==> config.mk <==
export PLATFORM = sky130hd
export DESIGN_NAME = utf8_to_utf16_stream_decoder_flat
export DESIGN_NICKNAME = d
export VERILOG_FILES = /design/src/rtl/core/u2u_pkg.sv /design/src/rtl/core/u2u_in_if.sv /design/src/rtl/core/u2u_out_if.sv /design/src/rtl/core/u2u_front.sv /design/src/rtl/core/u2u_fifo.sv /design/src/rtl/core/u2u_back.sv /design/src/rtl/core/utf8_to_utf16_stream_decoder.sv /design/src/flat_wrapper.sv
export SDC_FILE = /design/constraint.sdc
export NUM_CORES = 1
export LEC_CHECK = 0
export BUFFER_PORTS_ARGS = -buffer_cell sky130_fd_sc_hd__buf_2
export CAP_MARGIN = 15
export CORE_AREA = 2 2 126 128
export CTS_BUF_LIST = sky130_fd_sc_hd__clkbuf_16
export DETAILED_ROUTE_END_ITERATION = 12
export DIE_AREA = 0 0 128 130
export GPL_ROUTABILITY_DRIVEN = 1
export GPL_TIMING_DRIVEN = 0
export MAX_ROUTING_LAYER = met4
export PLACE_DENSITY = 0.8
export SLEW_MARGIN = 10
export SYNTH_ARGS = -nofsm -noshare
export SYNTH_HDL_FRONTEND = slang
export SYNTH_HIERARCHICAL = 1
export SYNTH_SLANG_ARGS = --single-unit
export TNS_END_PERCENT = 50
==> constraint.sdc <==
create_clock -name clk_i -period 8.15 [get_ports clk_i]
set_clock_uncertainty 0.2 [all_clocks]
set_input_delay 0.815 -clock clk_i [delete_from_list [all_inputs] [get_ports clk_i]]
set_output_delay 0.815 -clock clk_i [all_outputs]
set_load 0.02 [all_outputs]
==> src/rtl/core/u2u_pkg.sv <==
// ----------------------------------------------------------------------------
// UTF-8 to UTF-16 decoder package
// Byte classes, the queue item type and the overlong-form limits.
// ----------------------------------------------------------------------------
`default_nettype none

package u2u_pkg;

  localparam int unsigned U2U_FIFO_DEPTH = 2;
  localparam logic [15:0] U2U_MAX_UNITS_RST = 16'hFFFF;

  typedef enum logic [2:0] {
    CLS_ZERO    = 3'd0,
    CLS_ASCII   = 3'd1,
    CLS_CONT    = 3'd2,
    CLS_LEAD    = 3'd3,
    CLS_INVALID = 3'd4
  } byte_class_e;

  // One classified byte as it travels from front to back.
  typedef struct packed {
    byte_class_e cls;
    logic [6:0]  bits;     // ASCII value, continuation payload or lead payload
    logic [2:0]  seq_len;  // sequence length for a lead byte
    logic        last;
  } item_t;

  // Smallest legal value for a sequence of the given length.
  function automatic logic [30:0] min_value(input logic [2:0] len);
    logic [30:0] v;
    case (len)
      3'd2:    v = 31'h0000080;
      3'd3:    v = 31'h0000800;
      3'd4:    v = 31'h0010000;
      3'd5:    v = 31'h0200000;
      default: v = 31'h4000000;
    endcase
    return v;
  endfunction

endpackage

`default_nettype wire

==> src/rtl/core/u2u_in_if.sv <==
// ----------------------------------------------------------------------------
// Source byte channel
// Valid/ready channel that carries one UTF-8 byte and its last flag.
// ----------------------------------------------------------------------------
`default_nettype none

interface u2u_in_if;
  logic       valid;
  logic       ready;
  logic [7:0] data_byte;
  logic       last_byte;

  modport source (output valid, output data_byte, output last_byte, input ready);
  modport sink   (input valid, input data_byte, input last_byte, output ready);
endinterface

`default_nettype wire

==> src/rtl/core/u2u_out_if.sv <==
// ----------------------------------------------------------------------------
// Code unit channel
// Valid/ready channel that carries one decoded result.
// ----------------------------------------------------------------------------
`default_nettype none

interface u2u_out_if;
  logic        valid;
  logic        ready;
  logic        unit_valid;
  logic [15:0] code_unit;
  logic        string_done;
  logic [15:0] units_written;
  logic        terminator_fits;

  modport source (output valid, output unit_valid, output code_unit, output string_done,
                  output units_written, output terminator_fits, input ready);
  modport sink   (input valid, input unit_valid, input code_unit, input string_done,
                  input units_written, input terminator_fits, output ready);
endinterface

`default_nettype wire

==> src/rtl/core/u2u_front.sv <==
// ----------------------------------------------------------------------------
// Byte classifier
// Accept source bytes and sort them into ASCII, lead, continuation, zero
// or invalid before they enter the queue.
// ----------------------------------------------------------------------------
`default_nettype none

module u2u_front (
  u2u_in_if.sink         in_i,
  output logic           push_valid_o,
  output u2u_pkg::item_t push_item_o,
  input  logic           push_ready_i
);
  import u2u_pkg::*;

  logic [7:0] b;

  assign b            = in_i.data_byte;
  assign push_valid_o = in_i.valid;
  assign in_i.ready   = push_ready_i;

  always_comb begin
    push_item_o.last    = in_i.last_byte;
    push_item_o.bits    = b[6:0];
    push_item_o.seq_len = 3'd0;
    push_item_o.cls     = CLS_INVALID;
    if (b == 8'h00) begin
      push_item_o.cls = CLS_ZERO;
    end else if (!b[7]) begin
      push_item_o.cls = CLS_ASCII;
    end else if (b[7:6] == 2'b10) begin
      push_item_o.cls  = CLS_CONT;
      push_item_o.bits = {1'b0, b[5:0]};
    end else if (b[7:5] == 3'b110) begin
      push_item_o.cls     = CLS_LEAD;
      push_item_o.seq_len = 3'd2;
      push_item_o.bits    = {2'b0, b[4:0]};
    end else if (b[7:4] == 4'b1110) begin
      push_item_o.cls     = CLS_LEAD;
      push_item_o.seq_len = 3'd3;
      push_item_o.bits    = {3'b0, b[3:0]};
    end else if (b[7:3] == 5'b11110) begin
      push_item_o.cls     = CLS_LEAD;
      push_item_o.seq_len = 3'd4;
      push_item_o.bits    = {4'b0, b[2:0]};
    end else if (b[7:2] == 6'b111110) begin
      push_item_o.cls     = CLS_LEAD;
      push_item_o.seq_len = 3'd5;
      push_item_o.bits    = {5'b0, b[1:0]};
    end else if (b[7:1] == 7'b1111110) begin
      push_item_o.cls     = CLS_LEAD;
      push_item_o.seq_len = 3'd6;
      push_item_o.bits    = {6'b0, b[0]};
    end
  end

endmodule

`default_nettype wire

==> src/rtl/core/u2u_fifo.sv <==
// ----------------------------------------------------------------------------
// Classified byte queue
// Small FIFO that decouples the classifier from the decoder.
// ----------------------------------------------------------------------------
`default_nettype none

module u2u_fifo #(
  parameter int unsigned Depth = u2u_pkg::U2U_FIFO_DEPTH
) (
  input  logic           clk_i,
  input  logic           rst_ni,
  input  logic           push_valid_i,
  input  u2u_pkg::item_t push_item_i,
  output logic           push_ready_o,
  output logic           pop_valid_o,
  output u2u_pkg::item_t pop_item_o,
  input  logic           pop_ready_i
);
  import u2u_pkg::*;

  localparam int unsigned PtrW = (Depth > 1) ? $clog2(Depth) : 1;
  localparam int unsigned CntW = $clog2(Depth + 1);
  localparam logic [CntW-1:0] DepthC = CntW'(Depth);
  localparam logic [PtrW-1:0] LastPtr = PtrW'(Depth - 1);

  item_t           mem_q [Depth];
  logic [PtrW-1:0] wr_ptr_q, wr_ptr_d, rd_ptr_q, rd_ptr_d;
  logic [CntW-1:0] cnt_q, cnt_d;
  logic            wr_en, rd_en;

  assign push_ready_o = (cnt_q != DepthC);
  assign pop_valid_o  = (cnt_q != '0);
  assign pop_item_o   = mem_q[rd_ptr_q];
  assign wr_en        = push_valid_i && push_ready_o;
  assign rd_en        = pop_ready_i && pop_valid_o;

  always_comb begin
    wr_ptr_d = wr_ptr_q;
    rd_ptr_d = rd_ptr_q;
    cnt_d    = cnt_q;
    if (wr_en) begin
      wr_ptr_d = (wr_ptr_q == LastPtr) ? '0 : wr_ptr_q + 1'b1;
    end
    if (rd_en) begin
      rd_ptr_d = (rd_ptr_q == LastPtr) ? '0 : rd_ptr_q + 1'b1;
    end
    if (wr_en && !rd_en) begin
      cnt_d = cnt_q + 1'b1;
    end else if (rd_en && !wr_en) begin
      cnt_d = cnt_q - 1'b1;
    end
  end

  always_ff @(posedge clk_i or negedge rst_ni) begin
    if (!rst_ni) begin
      wr_ptr_q <= '0;
      rd_ptr_q <= '0;
      cnt_q    <= '0;
    end else begin
      wr_ptr_q <= wr_ptr_d;
      rd_ptr_q <= rd_ptr_d;
      cnt_q    <= cnt_d;
    end
  end

  always_ff @(posedge clk_i) begin
    if (wr_en) begin
      mem_q[wr_ptr_q] <= push_item_i;
    end
  end

endmodule

`default_nettype wire

==> src/rtl/core/u2u_back.sv <==
// ----------------------------------------------------------------------------
// Sequence decoder
// Assemble multi-byte sequences, count code units and register results.
// ----------------------------------------------------------------------------
`default_nettype none

module u2u_back (
  input  logic           clk_i,
  input  logic           rst_ni,
  input  logic [15:0]    max_units_i,
  input  logic           pop_valid_i,
  input  u2u_pkg::item_t pop_item_i,
  output logic           pop_ready_o,
  u2u_out_if.source      out_o
);
  import u2u_pkg::*;

  logic [30:0] acc_q, acc_d;
  logic [2:0]  need_q, need_d;
  logic [2:0]  len_q, len_d;
  logic [15:0] count_q, count_d;
  logic        stopped_q, stopped_d;

  logic        out_valid_q;
  logic        unit_valid_q, done_q, fits_q;
  logic [15:0] code_q, written_q;

  logic        take, active, have, emit;
  logic [30:0] acc_shift;
  logic [15:0] unit, count_inc;

  assign pop_ready_o = !out_valid_q || out_o.ready;
  assign take        = pop_valid_i && pop_ready_o;
  assign active      = !stopped_q && (count_q < max_units_i);
  assign acc_shift   = {acc_q[24:0], pop_item_i.bits[5:0]};
  assign count_inc   = count_q + 16'd1;

  always_comb begin
    acc_d     = acc_q;
    need_d    = need_q;
    len_d     = len_q;
    count_d   = count_q;
    stopped_d = stopped_q;
    have      = 1'b0;
    unit      = '0;
    if (active) begin
      if (need_q != 3'd0 && pop_item_i.cls == CLS_CONT) begin
        acc_d  = acc_shift;
        need_d = need_q - 3'd1;
        if (need_q == 3'd1) begin
          // Drop overlong forms.
          have   = (acc_shift >= min_value(len_q));
          unit   = acc_shift[15:0];
          acc_d  = '0;
          len_d  = '0;
        end
      end else begin
        // Any open sequence is abandoned; handle the byte fresh.
        acc_d  = '0;
        need_d = '0;
        len_d  = '0;
        case (pop_item_i.cls)
          CLS_ZERO:  stopped_d = 1'b1;
          CLS_ASCII: begin
            have = 1'b1;
            unit = {9'b0, pop_item_i.bits};
          end
          CLS_LEAD: begin
            len_d  = pop_item_i.seq_len;
            acc_d  = {24'b0, pop_item_i.bits};
            need_d = pop_item_i.seq_len - 3'd1;
          end
          default: ;
        endcase
      end
      if (have) begin
        count_d = count_inc;
        if (count_inc >= max_units_i) begin
          stopped_d = 1'b1;
        end
      end
    end
    if (pop_item_i.last) begin
      acc_d     = '0;
      need_d    = '0;
      len_d     = '0;
      count_d   = '0;
      stopped_d = 1'b0;
    end
  end

  assign emit = have || pop_item_i.last;

  always_ff @(posedge clk_i or negedge rst_ni) begin
    if (!rst_ni) begin
      acc_q       <= '0;
      need_q      <= '0;
      len_q       <= '0;
      count_q     <= '0;
      stopped_q   <= 1'b0;
      out_valid_q <= 1'b0;
    end else begin
      if (take) begin
        acc_q     <= acc_d;
        need_q    <= need_d;
        len_q     <= len_d;
        count_q   <= count_d;
        stopped_q <= stopped_d;
      end
      if (take && emit) begin
        out_valid_q <= 1'b1;
      end else if (out_o.ready) begin
        out_valid_q <= 1'b0;
      end
    end
  end

  // The count reported on the last byte is the post-update count.
  logic [15:0] final_count;
  assign final_count = have ? count_inc : count_q;

  always_ff @(posedge clk_i) begin
    if (take && emit) begin
      unit_valid_q <= have;
      code_q       <= have ? unit : 16'd0;
      done_q       <= pop_item_i.last;
      written_q    <= pop_item_i.last ? final_count : 16'd0;
      fits_q       <= pop_item_i.last && (final_count != 16'd0) &&
                      (final_count < max_units_i);
    end
  end

  assign out_o.valid           = out_valid_q;
  assign out_o.unit_valid      = unit_valid_q;
  assign out_o.code_unit       = code_q;
  assign out_o.string_done     = done_q;
  assign out_o.units_written   = written_q;
  assign out_o.terminator_fits = fits_q;

endmodule

`default_nettype wire

==> src/rtl/core/utf8_to_utf16_stream_decoder.sv <==
// Path: a byte transfer reaches its result through the queue, then the output register.
// Throughput: one source byte per cycle while out_o.ready accepts results; the per-byte
//   decode loop in the back end is combinational, so the output register is the only limit.
// Reset: asynchronous, active low; clears sequence state, unit count, queue and
//   output valid; max_units returns to 65535.
// ----------------------------------------------------------------------------
// UTF-8 to UTF-16 stream decoder
// Decode one UTF-8 byte per transfer into 16-bit code units, with a
// per-string summary on the last byte.
// ----------------------------------------------------------------------------
`default_nettype none

module utf8_to_utf16_stream_decoder #(
  parameter int unsigned FifoDepth = u2u_pkg::U2U_FIFO_DEPTH
) (
  input  logic        clk_i,
  input  logic        rst_ni,
  input  logic        cfg_we_i,
  input  logic [15:0] cfg_wdata_i,
  u2u_in_if.sink      in_i,
  u2u_out_if.source   out_o
);
  import u2u_pkg::*;

  // Output buffer capacity; the user must write it only while the decoder is idle, as the block does not enforce this.
  logic [15:0] max_units_q;

  always_ff @(posedge clk_i or negedge rst_ni) begin
    if (!rst_ni) begin
      max_units_q <= U2U_MAX_UNITS_RST;
    end else if (cfg_we_i) begin
      max_units_q <= cfg_wdata_i;
    end
  end

  // Front end: classify each byte as it is transferred in.
  logic  push_valid, push_ready;
  item_t push_item;

  u2u_front u_front (
    .in_i         (in_i),
    .push_valid_o (push_valid),
    .push_item_o  (push_item),
    .push_ready_i (push_ready)
  );

  // Queue: hold classified bytes so each side can stall on its own.
  logic  pop_valid, pop_ready;
  item_t pop_item;

  u2u_fifo #(
    .Depth (FifoDepth)
  ) u_fifo (
    .clk_i        (clk_i),
    .rst_ni       (rst_ni),
    .push_valid_i (push_valid),
    .push_item_i  (push_item),
    .push_ready_o (push_ready),
    .pop_valid_o  (pop_valid),
    .pop_item_o   (pop_item),
    .pop_ready_i  (pop_ready)
  );

  // Back end: advance the sequence state and register results; a byte that
  // produces no result is consumed without occupying the output register.
  u2u_back u_back (
    .clk_i       (clk_i),
    .rst_ni      (rst_ni),
    .max_units_i (max_units_q),
    .pop_valid_i (pop_valid),
    .pop_item_i  (pop_item),
    .pop_ready_o (pop_ready),
    .out_o       (out_o)
  );

endmodule

`default_nettype wire
==> src/flat_wrapper.sv <==
// flat-port wrapper written by rule: the top's interface ports become plain ports
module utf8_to_utf16_stream_decoder_flat import u2u_pkg::*;
#(
  parameter int unsigned FifoDepth = u2u_pkg::U2U_FIFO_DEPTH
)
  (clk_i, rst_ni, cfg_we_i, cfg_wdata_i, in_i_valid, in_i_data_byte, in_i_last_byte, in_i_ready, out_o_valid, out_o_unit_valid, out_o_code_unit, out_o_string_done, out_o_units_written, out_o_terminator_fits, out_o_ready);
  u2u_in_if in_i_i ();
  u2u_out_if out_o_i ();
  input  logic clk_i;
  input  logic rst_ni;
  input  logic cfg_we_i;
  input  logic [15:0] cfg_wdata_i;
  input wire logic [$bits(in_i_i.valid)-1:0] in_i_valid;
  input wire logic [$bits(in_i_i.data_byte)-1:0] in_i_data_byte;
  input wire logic [$bits(in_i_i.last_byte)-1:0] in_i_last_byte;
  output wire logic [$bits(in_i_i.ready)-1:0] in_i_ready;
  output wire logic [$bits(out_o_i.valid)-1:0] out_o_valid;
  output wire logic [$bits(out_o_i.unit_valid)-1:0] out_o_unit_valid;
  output wire logic [$bits(out_o_i.code_unit)-1:0] out_o_code_unit;
  output wire logic [$bits(out_o_i.string_done)-1:0] out_o_string_done;
  output wire logic [$bits(out_o_i.units_written)-1:0] out_o_units_written;
  output wire logic [$bits(out_o_i.terminator_fits)-1:0] out_o_terminator_fits;
  input wire logic [$bits(out_o_i.ready)-1:0] out_o_ready;
  assign in_i_i.valid = in_i_valid;
  assign in_i_i.data_byte = in_i_data_byte;
  assign in_i_i.last_byte = in_i_last_byte;
  assign in_i_ready = in_i_i.ready;
  assign out_o_valid = out_o_i.valid;
  assign out_o_unit_valid = out_o_i.unit_valid;
  assign out_o_code_unit = out_o_i.code_unit;
  assign out_o_string_done = out_o_i.string_done;
  assign out_o_units_written = out_o_i.units_written;
  assign out_o_terminator_fits = out_o_i.terminator_fits;
  assign out_o_i.ready = out_o_ready;
  utf8_to_utf16_stream_decoder #(.FifoDepth(FifoDepth)) u_core (.clk_i(clk_i), .rst_ni(rst_ni), .cfg_we_i(cfg_we_i), .cfg_wdata_i(cfg_wdata_i), .in_i(in_i_i), .out_o(out_o_i));
endmodule
; Word-level counts from Yosys, hierarchy flattened
; Memories as Yosys holds them, arrays and structs flattened.
; Index checks and enable logic that the tools add are counted.
[totals]
ff_bits = 104
ramBits = 28
in_bits = 30
elab_cells = 126
n_memories = 1
[memory_table]
columns = name, words, word_bits, rd, rd_ports_with_merged_regs, write_ports, line
row1 = u_core.u_fifo.mem_q, 2, 14, 1, 0, 1, u2u_fifo.sv:26  ; item_t mem_q [Depth];
[op_classes]
add_sub_neg = 7
n_lt_le_gt_ge = 4
n_eq_ne = 16
muxes = 55
reduce_logical = 28
[op_table]
columns = operator, n
row1 = $pmux W27 S4, 1
row2 = $mux W25, 4
row3 = $mux W16, 6
row4 = $mux W31, 3
row5 = $mux W13, 5
row6 = $mux W3, 12
row7 = $lt A16 B16 Y1, 2
row8 = $ge A31 B31 Y1, 1
row9 = $mux W10, 3
row10 = $mux W1, 17
row11 = $add A16 B1 Y16 const B, 1
row12 = $ge A16 B16 Y1, 1
row13 = $reduce_bool A16 Y1, 1
row14 = $mux W7, 2
row15 = $eq A3 B2 Y1 const B, 4
row16 = $reduce_bool A2 Y1, 5
row17 = $eq A3 B3 Y1 const B, 3
row18 = $logic_and A1 B1 Y1, 9
row19 = $logic_not A8 Y1, 1
row20 = $eq A7 B7 Y1 const B, 1
row21 = $eq A3 B1 Y1 const B, 2
row22 = $eq A6 B6 Y1 const B, 1
row23 = $reduce_and A3 Y1, 2
row24 = $sub A3 B1 Y3 const B, 2
row25 = 14 further kinds, 21

; Depth between registers and ports, before layout
; Gate-level depths: netlist of run 1.
[logic_depth]
depth_word = 14
mapped_depth = 19
depth_no_buf = 18

; Cells and area by module
; The synthesis of run 1 kept the hierarchy.
[by_module_without_submodules]
columns = mod, instances, cells_each, area_each_um2
row1 = u2u_back, 1, 565, 5431.5
row2 = u2u_fifo, 1, 62, 1270.0
row3 = utf8_to_utf16_stream_decoder, 1, 34, 669.4
row4 = u2u_front, 1, 30, 181.4

; Least setup slack after synthesis of run 1
; No wires, ideal clock.
[synth_path]
kind = reg2reg
start = register u_core.u_back.len_q[0]
end = register u_core.u_back.fits_q (netlist: u_core/u_back/out_o.terminator_fits) (data pin)
setup_time_ns = 0.167
t_arrival_ns = 3.875
t_required_ns = 7.783
setup_slack_ns = 3.908
path_stages_with_launch = 18
path_buffers = 0
synth_period_minus_slack_ns = 4.242
path_cell_list = dfrtp_1 -> or3b_2 -> ha_1 -> or4b_1 -> nor3b_1 -> o32a_2 -> nand2_4 -> nor2_1 -> xor2_1 -> ha_1 -> a21o_1 -> a21o_1 -> a21o_1 -> a21oi_1 -> nor2b_1 -> o211ai_1 -> nand4b_1 -> a211oi_1
[synth_between]
elab_chain_cells = 14
[synth_rtl]
columns = element, line
row1 = from (decl), u2u_back.sv:20  ; logic [2:0] len_q, len_d;
row2 = from (signal assigned), u2u_back.sv:106  ; len_q <= len_d;
row3 = $eq A3 B3 Y1 or $eq A3 B2 Y1 (tied branches), u2u_pkg.sv:31  ; case (len)
row4 = $pmux W27 S4 (*), u2u_pkg.sv:31
row5 = $mux W31 (*), u2u_back.sv:50  ; if (need_q == 3'd1) begin
row6 = $mux W31 (*), u2u_back.sv:47  ; if (need_q != 3'd0 && pop_item_i.cls == CLS_CONT) begin
row7 = $mux W31 (*), u2u_back.sv:46  ; if (active) begin
row8 = $ge A31 B31 Y1 (*), u2u_back.sv:52  ; have = (acc_shift >= min_value(len_q));
row9 = $mux W1 (*), u2u_back.sv:50
row10 = $mux W1 (*), u2u_back.sv:47
row11 = $mux W1 (*) (2 in a row), u2u_back.sv:46
row12 = $mux W16 (*), u2u_back.sv:120  ; assign final_count = have ? count_inc : count_q;
row13 = named net u_core.u_back.final_count[9], u2u_back.sv:119  ; logic [15:0] final_count;
row14 = branches (longest 2 deep; another with $lt A16 B16 Y1), --
row15 = $logic_and A1 B1 Y1 (*), u2u_back.sv:128  ; fits_q <= pop_item_i.last && (final_count != 16'd0) &&
row16 = to (signal assigned), u2u_back.sv:128
row17 = to (decl), u2u_back.sv:25  ; logic unit_valid_q, done_q, fits_q;
; Mark *: on every way through the listed nets, which the timed path passes. The select of a mux whose other input is x is not followed.
; A chain may end at the register's enable or synchronous reset.

; Final worst setup path of run 1
; Ends and elaborated chain as after synthesis.

==> impl_metrics.yaml, run 1 <==
status:
  status: "completed"
worst_hold_path:
  hp-class: "primary input to async pin"
yosys:
  yosysSeqAreaShare: 0.4818
  synth_area_leaders: "edfxtp_1 (25%), dfrtp_1 (18%), ha_1 (9.6%), dfstp_2 (5.6%), mux2_4 (3.8%)"
  synth-async-reset-ratio: 0.5227
  syn_nets: 779
  synth_ff_type: "edfxtp_1"
  yosysWarnings: 6
  synth_seq_cells: 132
  syn-cell-area_sq_um: 7552
  synth_edf_count: 63
  ys_types: 69
  postSynthCellCount: 691
  avgSynthCellArea_sq_um: 10.93
  synth_top_area_cell: "edfxtp_1"
  synth_top_area_share: 0.2505
critical_path:
  crit_type: "flip-flop to flip-flop"
  slowest_delay_ns: 0.50
  slowest_stage: "or3b_2"
  path_cells: "or3b_2 -> ha_1 -> or4b_1 -> nor3b_1 -> o32a_2 -> nand2_4 -> nor2_1 -> xor2_1 -> ha_1 -> a21o_1 -> a21o_1 -> a21o_1 -> a21oi_1 -> nor2b_1 -> o211ai_1 -> nand4b_1 -> a211oi_1"
  path_buf_inv: 0
  end_kind: "flip-flop"
  cp_max_fo: 9
  crit_family: "simple AND/OR/NAND/NOR gates"
  reg2reg_slack_ns: 2.78
  crit_top_cell: "a21o_1"
  cp.arrival_ns: 5.33
  crit_required_ns: 8.11
  cp-start-kind: "flip-flop"
placed_design:
  dpl.hpwl_mm: 12.88
  io_buffer_count: 63
  place.gp.congestion: 0.9136
floorplanning:
  rows: 46
  die_h_microns: 130
  fp.coreArea_sq_um: 15420
  chipWidth_microns: 128
  die_area_sq_um: 16640
  pin_count: 67
  start_util: 0.4896
route:
  wl_mm: 17.90
  via_count: 5736
  wl_per_cell_microns: 18.29
  drc: 0
  drtIter0Drc: 571
  postRouteAntennaNets: 0
  dr.pass1.iters: 5
  viasPerCell: 5.859
timing:
  worst_slew_pin_slew_ns: 1.107
  timing.final.setup_violations: 0
  slew_viol_final: 0
  slew_headroom: 0.2560
  period_minus_slack_ns: 5.368
  finalCritPeriodShare: 0.6587
  rsz0062_at_grt: "no"
  final.setup.tns_ns: 0
  max_freq_ghz: 0.1863
  hold_violations: 0
cells_and_area:
  diodes: 0
  drive_gt1_frac: 0.2236
  fin_util: 0.5672
  areaGrowthSynthToFinish_pct: 15.85
  nets: 862
  num-fill-cells: 1315
grt:
  busiest_layer: "met2"
  grt_pass1_vias: 5544
  grt_util_met1: 0.3060
  grt_max_degree: 38
  grt_use_total: 0.2335
  antenna_found_initial: 0
  grt_pass1_wl_mm: 29.01
  overflow: 0
  use_met2: 0.3501
  met3_usage: 0.05207
power:
  p_leak_nw: 3.958
  power_density_nw_per_um2: 294.2
  peakVddDrop_uv: 244.8
  finalPower_mw: 2.574
clock_tree:
  cts_buffers: 17
  cts_tree: "done"
  numClockSinks: 132
  h-tree-depth: 4
  root_buffer: "clkbuf_16"
  clock_latency_ns: 0.43
  clk_path_buf_depth: 2
  cts_setup_buffers: 0
  ctsHoldBuffers: 0
  cts.clk_slew.worst_paths_ns: 0.06
  cts_resized: 0
run:
  drv_cap: 0
final timing paths:
check / start / to / depth (start not counted)
max: u_core/u_back/len_q[0] / u_core/u_back/out_o.terminator_fits / 17
min: rst_ni / u_core/u_back/count_q[15] / 1
max reg2reg: u_core/u_back/len_q[0] / u_core/u_back/out_o.terminator_fits / 17
min reg2reg: u_core/u_back/acc_q[24] / u_core/u_back/acc_q[24] / 2
max in group asynchronous: rst_ni / u_core/max_units_q[8] / 2
min in group clk_i: u_core/u_back/acc_q[24] / u_core/u_back/acc_q[24] / 2
layout make-up:
cell class	instances	area, sq um	area share
plain buffers	36	214.0	0.02445
clock buffers	17	425.4	0.04862
clock inverters	15	191.4	0.02188
inverters	31	116.4	0.01330
multi-input cells	492	3586	0.4098
flip-flops and latches	132	3638	0.4158
well taps	192	240.2	0.02746
repair buffers	64	337.8	0.03861
cells by family (layout without fill, tap and decap cells):
kind of cell    after synthesis  in the layout  synth area share
simple gates                233            233            0.1663
compound gates              133            133            0.1132
flops                       132            132            0.4818
buf+inv                      67            163           0.04374
fa+ha+maj                    58             58           0.09609
xor+xnor                     35             35           0.04059
mux                          33             33           0.05832
where the power goes:
group	switching [mW]	internal (mW)
clock	0.308	0.487
sequential	0.0746	0.885
combinational	0.531	0.288
total	0.914	1.66
metrics by stage:
stage | instances | instance area, sq um | setup slack, ns | hold WS [ns]
2_1_floorplan | 691 | 7552 | 3.908 | 0.2421
3_3_place_gp | 946 | 8108 | 3.084 | 0.2653
3_5_place_dp | 947 | 8130 | 3.016 | 0.2713
4_1_cts | 979 | 8747 | 2.928 | 0.1482
5_1_grt | 979 | 8750 | 2.659 | 0.1596
6_report | 979 | 8750 | 2.782 | 0.1421
worst register-to-register path, stage by stage, from the launching register on:
cell and delay (ns):
dfrtp_1 0.44, or3b_2 0.50, ha_1 0.30, or4b_1 0.50
nor3b_1 0.29, o32a_2 0.36, nand2_4 0.13, nor2_1 0.25
xor2_1 0.25, ha_1 0.30, a21o_1 0.16, a21o_1 0.17
a21o_1 0.17, a21oi_1 0.13, nor2b_1 0.06, o211ai_1 0.18
nand4b_1 0.21, a211oi_1 0.50
Yosys cell counts (7+ instances only):
| master | instances |
|---|---|
| a21o_1 | 8 |
| a21oi_1 | 22 |
| a22o_1 | 16 |
| and2_1 | 19 |
| and3_1 | 19 |
| buf_2 | 7 |
| clkbuf_1 | 19 |
| dfrtp_1 | 53 |
| dfstp_2 | 16 |
| edfxtp_1 | 63 |
| ha_1 | 58 |
| inv_1 | 31 |
| mux2_2 | 12 |
| mux2_4 | 19 |
| nand2_1 | 66 |
| nand3_1 | 14 |
| nand4_1 | 8 |
| nor2_1 | 38 |
| nor2b_1 | 7 |
| nor3_1 | 10 |
| nor3b_1 | 8 |
| o21ai_0 | 50 |
| xnor2_1 | 18 |
| xor2_1 | 17 |
cell usage in the layout (no fill, tap or decap), types with 6 or more instances in the layout:
master / netlist / routed
buf_2: 7 / 69
nand2_1: 66 / 66
edfxtp_1: 63 / 63
ha_1: 58 / 58
dfrtp_1: 53 / 53
o21ai_0: 50 / 50
nor2_1: 38 / 37
inv_1: 31 / 30
a21oi_1: 22 / 22
mux2_4: 19 / 19
and2_1: 19 / 19
and3_1: 19 / 19
clkbuf_1: 19 / 19
xnor2_1: 18 / 18
clkbuf_16: 0 / 17
xor2_1: 17 / 17
dfstp_2: 16 / 16
a22o_1: 16 / 16
nand3_1: 14 / 14
mux2_2: 12 / 12
nor3_1: 10 / 10
nand4_1: 8 / 8
nor3b_1: 8 / 8
a21o_1: 8 / 8
buf_4: 6 / 7
nor2b_1: 7 / 7
inv_6: 0 / 6
nand3b_1: 6 / 6
nor4_1: 6 / 6
flip-flops by register name (all words and copies together), names as in the netlist, 2 cells and up:
name and cells:
u_core/u_back/out_o.units_written 16, u_core/u_back/out_o.code_unit 16, u_core/u_back/acc_q 25, u_core/u_back/len_q 3, u_core/u_back/count_q 16, u_core/max_units_q 16
u_core/u_back/need_q 3, u_core/u_fifo/mem_q 28, u_core/u_fifo/cnt_q 2
routing by layer:
metal,share of wire,up-vias
met5,0,-
met4,0.029,0
met3,0.068,48
met2,0.45,257
met1,0.45,2755
li1,-,2676
Note: power is estimated with default switching activity, not from simulation.
==> run 2, diff against run 1 <==
- clock period: 8.15 -> 5.6 ns (I/O delays scaled with it)
==> impl_metrics.yaml, run 2 (synthesis results as in run 1) <==
route:
  wl_mm: 17.93
  drtIter0Drc: 527
  postRouteAntennaNets: 0
  via_count: 5728
  dr.pass1.iters: 6
  drc: 0
  viasPerCell: 5.845
  wl_per_cell_microns: 18.29
timing:
  final.setup.tns_ns: 0
  slew_viol_final: 0
  hold_violations: 0
  setup_ws_ns: 0.2080
  finalCritPeriodShare: 0.9629
  worst_slew_pin_slew_ns: 1.137
  timing.final.setup_violations: 0
  rsz0062_at_grt: "no"
  hold-worst-slack_ns: 0.1158
  max_freq_ghz: 0.1855
  period_minus_slack_ns: 5.392
  slew_headroom: 0.2359
power:
  p_leak_nw: 3.963
  peakVddDrop_uv: 355.3
  power_density_nw_per_um2: 428.3
  finalPower_mw: 3.752
critical_path:
  critPathLaunch: "u_core/u_back/len_q[0]"
  cp-start-kind: "flip-flop"
  crit_top_cell: "a21o_1"
  path_cells: "or3b_2 -> ha_1 -> or4b_1 -> nor3b_1 -> o32a_2 -> nand2_4 -> nor2_1 -> xor2_1 -> ha_1 -> a21o_1 -> a21o_1 -> a21o_1 -> a21oi_1 -> nor2b_1 -> o211ai_1 -> nand4b_1 -> a211oi_1"
  crit_required_ns: 5.56
  cp.arrival_ns: 5.35
  slowest_delay_ns: 0.51
  crit_type: "flip-flop to flip-flop"
  end_kind: "flip-flop"
  r2r-start: "u_core/u_back/len_q[0]"
  reg2reg_depth: 17
  slowest_stage: "a211oi_1"
  r2r-end: "u_core/u_back/out_o.terminator_fits"
  reg2reg_slack_ns: 0.21
  cp_max_fo: 9
clock_tree:
  clk_path_buf_depth: 2
  cts_buffers: 17
  cts.clk_slew.worst_paths_ns: 0.06
  cts_setup_buffers: 0
  h-tree-depth: 4
  root_buffer: "clkbuf_16"
  clock_latency_ns: 0.43
  cts_tree: "done"
  numClockSinks: 132
cells_and_area:
  final_cell_mix: "buf_2 (69), nand2_1 (66), edfxtp_1 (63), ha_1 (58), dfrtp_1 (53)"
  largest_reg_flops: 28
  nets: 863
  num-fill-cells: 1313
  largestRegisters: "u_core/u_fifo/mem_q (28), u_core/u_back/acc_q (25)"
  layout.cells.most_common: "buf_2"
  drive_gt1_frac: 0.2234
  diodes: 0
  areaGrowthSynthToFinish_pct: 15.99
  stdcell_area_sq_um: 8760
  top_register: "u_core/u_fifo/mem_q"
floorplanning:
  die_area_sq_um: 16640
  start_util: 0.4896
  fp.coreArea_sq_um: 15420
  chipWidth_microns: 128
  die_h_microns: 130
  rows: 46
  pin_count: 67
grt:
  grt_pass1_wl_mm: 29.03
  overflow: 0
  antenna_found_initial: 0
  grt_max_degree: 38
  grt_use_total: 0.2336
  grt_pass1_vias: 5547
placed_design:
  dpl.hpwl_mm: 12.88
  post-place-ws_ns: 0.4662
  place.gp.congestion: 0.9136
  io_buffer_count: 63
  postPlaceCellArea_sq_um: 8130
worst_hold_path:
  hp-class: "primary input to flip-flop"
  worstHoldEndpoint: "u_core/u_fifo/mem_q[1][0]"
  holdCritStartpoint: "in_i_last_byte"
  whs_path_depth: 1
status:
  status: "completed"
run:
  drv_cap: 0
-- run 2: changes by cell type in the layout (fill, tap and decap cells not counted), sizes merged --
cell,delta
dlygate4sd3,+1
-- run 2: worst max-delay path by stage --
stage	endpoint	slack (ns)	cells after the start
floorplan	u_core/u_back/out_o.terminator_fits	1.36	17
global placement	u_core/u_back/out_o.terminator_fits	0.53	17
detailed placement	u_core/u_back/out_o.terminator_fits	0.47	17
CTS	u_core/u_back/out_o.terminator_fits	0.38	17
global route	u_core/u_back/out_o.terminator_fits	0.11	17
finish	u_core/u_back/out_o.terminator_fits	0.21	17
-- run 2: layout make-up --
cell class	count	area, sq um	share of cell area
flip-flops and latches	132	3638	0.4154
repair buffers	65	347.8	0.03971
clock buffers	17	425.4	0.04856
well taps	192	240.2	0.02742
clock inverters	15	191.4	0.02185
plain buffers	36	214.0	0.02443
inverters	31	116.4	0.01328
multi-input cells	492	3586	0.4094
-- run 2: where the power goes --
part	total (mW)	switching, mW	internal [mW]	leakage, nW
logic	1.20	0.776	0.420	2.17
clock network	1.16	0.451	0.709	0.292
registers	1.40	0.108	1.29	1.50
-- run 2: timing repair --
item                                   4_1_cts  5_1_grt
endpoints found under the hold margin       18        0
hold buffers                                 1        0
resized for setup                            0        0
-- run 2: per-stage QoR --
| stage | utilization | cells |
|---|---|---|
| 2_1_floorplan | - | 691 |
| 6_report | 0.5679 | 980 |
| 5_1_grt | 0.5679 | 980 |
| 3_3_place_gp | 0.5256 | 946 |
| 3_5_place_dp | 0.5271 | 947 |
| 4_1_cts | 0.5677 | 980 |
-- run 2: layer usage --
layer,part of all wire,track usage
met2,0.45,0.3501
met4,0.029,0.1041
met3,0.066,0.05207
met5,0,-
met1,0.46,0.3063
-- run 2: critical path: cells and delay by family (launching register included) --
family	cells	cell delay (ns)
AND/OR/NAND/NOR	7	1.93
AO/OA/AOI/OAI	7	1.70
adder cells (fa/ha/maj)	2	0.60
flip-flops	1	0.44
XOR/XNOR	1	0.25
==> run 3, diff against run 2 <==
- CORE_AREA: 2 2 126 128 -> 2 2 177 92
- DIE_AREA: 0 0 128 130 -> 0 0 179 94
==> impl_metrics.yaml, run 3 (synthesis results as in run 1) <==
status:
  status: "completed"
timing:
  worst_slew_pin_slew_ns: 0.9889
  finalCritPeriodShare: 0.8935
  slew_viol_final: 0
  hold_violations: 0
  slew_headroom: 0.3387
  timing.final.setup_violations: 0
  rsz0062_at_grt: "no"
  period_minus_slack_ns: 5.003
  final.setup.tns_ns: 0
  max_freq_ghz: 0.1999
clock_tree:
  clk_path_buf_depth: 2
  cts_tree: "done"
  cts_buffers: 17
  cts.clk_slew.worst_paths_ns: 0.06
  root_buffer: "clkbuf_16"
  cts_resized: 0
  h-tree-depth: 4
  clock_latency_ns: 0.43
  numClockSinks: 132
cells_and_area:
  largest_reg_flops: 28
  final_cell_mix: "buf_2 (70), nand2_1 (66), edfxtp_1 (63), ha_1 (58), dfrtp_1 (53)"
  drive_gt1_frac: 0.2228
  top_register: "u_core/u_fifo/mem_q"
  layout.cells.most_common: "buf_2"
  areaGrowthSynthToFinish_pct: 16.52
  nets: 865
  instances_no_fill: 994
  largestRegisters: "u_core/u_fifo/mem_q (28), u_core/u_back/acc_q (25)"
  diodes: 0
worst_hold_path:
  hp-class: "primary input to flip-flop"
  whs_path_depth: 1
  holdCritStartpoint: "in_i_last_byte"
  worstHoldEndpoint: "u_core/u_fifo/mem_q[1][0]"
route:
  postRouteAntennaNets: 0
  wl_met1_mm: 8.227
  drtIter0Drc: 424
  dr.pass1.iters: 6
  routed.top_layer: "met4"
  via_count: 5697
  drc: 0
  dr_wl_met3_mm: 1.067
  viasPerCell: 5.731
  wl_mm: 17.98
  wl_per_cell_microns: 18.09
  route.met2.wl_mm: 8.284
grt:
  antenna_found_initial: 0
  overflow: 0
  grt_max_degree: 40
  grt_pass1_wl_mm: 28.59
  grt_use_total: 0.2302
  grt_pass1_vias: 5624
critical_path:
  r2r-end: "u_core/u_back/out_o.terminator_fits"
  reg2reg_depth: 17
  cp_max_fo: 9
  crit_required_ns: 5.63
  crit_type: "flip-flop to flip-flop"
  cp-start-kind: "flip-flop"
  cp.arrival_ns: 5.04
  r2r-start: "u_core/u_back/len_q[1]"
  end_kind: "flip-flop"
  reg2reg_slack_ns: 0.60
power:
  p_leak_nw: 3.985
  seqPwrFrac: 0.367
  sw_frac_of_total: 0.3519
  power_density_nw_per_um2: 432.2
  peakVddDrop_uv: 208.1
  pwr-share-clk: 0.314
  internal_power_mw: 2.465
  finalPower_mw: 3.803
  p_sw_mw: 1.338
  combPwrFrac: 0.319
placed_design:
  dp_cells: 959
  place.gp.congestion: 0.9403
  io_buffer_count: 63
  dpl.hpwl_mm: 12.80
floorplanning:
  rows: 32
  fp.coreArea_sq_um: 15170
  chipWidth_microns: 179
  pin_count: 67
  die_h_microns: 94
  start_util: 0.4977
  die_area_sq_um: 16830
run:
  drv_cap: 0
-- run 3: repair_timing --
item / in CTS / in global routing
buffers inserted: 0 / 0
hold buffers: 1 / 0
endpoints found under the hold margin: 16 / 0
endpoints found under the setup margin: 0 / 0
-- run 3: worst max-delay path by stage --
stage                                start                             endpoint  slack [ns]  depth (start not counted)
finish              u_core/u_back/len_q[1]  u_core/u_back/out_o.terminator_fits        0.60                         17
global route        u_core/u_back/len_q[0]  u_core/u_back/out_o.terminator_fits        0.30                         17
CTS                 u_core/u_back/len_q[1]  u_core/u_back/out_o.terminator_fits        0.64                         17
detailed placement  u_core/u_back/len_q[0]  u_core/u_back/out_o.terminator_fits        0.74                         17
global placement    u_core/u_back/len_q[0]  u_core/u_back/out_o.terminator_fits        0.72                         17
floorplan           u_core/u_back/len_q[0]  u_core/u_back/out_o.terminator_fits        1.36                         17
-- run 3: final cells by class --
cell class / count / area [sq um]
Fill cell: 1236 / 6375
Clock inverter: 15 / 206.4
Timing Repair Buffer: 67 / 360.3
Clock buffer: 17 / 425.4
Multi-Input combinational cell: 492 / 3583
Tap cell: 204 / 255.2
Sequential cell: 132 / 3638
Inverter: 31 / 116.4
Buffer: 36 / 214.0
-- run 3: power groups by stage --
stage | Sequential, mW | Clock (mW) | Combinational (mW)
finish | 1.40 | 1.19 | 1.21
global route | 1.42 | 1.26 | 1.31
CTS | 1.40 | 1.21 | 1.20
detailed placement | 1.41 | 0 | 1.19
global placement | 1.40 | 0 | 1.16
floorplan | 1.53 | 0 | 0.690
-- run 3: per-layer routing --
layer | vias up | GRT usage
li1 | 2676 | -
met1 | 2768 | 0.2953
met2 | 219 | 0.3564
met3 | 34 | 0.05016
met4 | 0 | 0.09553
met5 | - | -
-- run 3: stage by stage --
| stage | hold slack [ns] | instance area (sq um) | utilization | setup slack [ns] |
|---|---|---|---|---|
| 2_1_floorplan | 0.06441 | 7552 | - | 1.358 |
| 3_3_place_gp | 0.2626 | 8123 | 0.5353 | 0.7245 |
| 3_5_place_dp | 0.2755 | 8145 | 0.5368 | 0.7384 |
| 4_1_cts | 0.1113 | 8787 | 0.5791 | 0.6418 |
| 5_1_grt | 0.1110 | 8800 | 0.5799 | 0.3019 |
| 6_report | 0.1209 | 8800 | 0.5799 | 0.5965 |
-- run 3: worst max-delay path: stages, from the launching register on --
cell and delay [ns]:
dfrtp_1 0.44, or3b_2 0.48, ha_1 0.31, or4b_1 0.49, nor3b_1 0.30, o32a_2 0.36
nand2_4 0.13, nor2_1 0.21, xor2_1 0.30, ha_1 0.32, a21o_1 0.16, a21o_1 0.17
a21o_1 0.17, a21oi_1 0.14, nor2b_1 0.06, o211ai_1 0.15, nand4b_1 0.15, a211oi_1 0.27
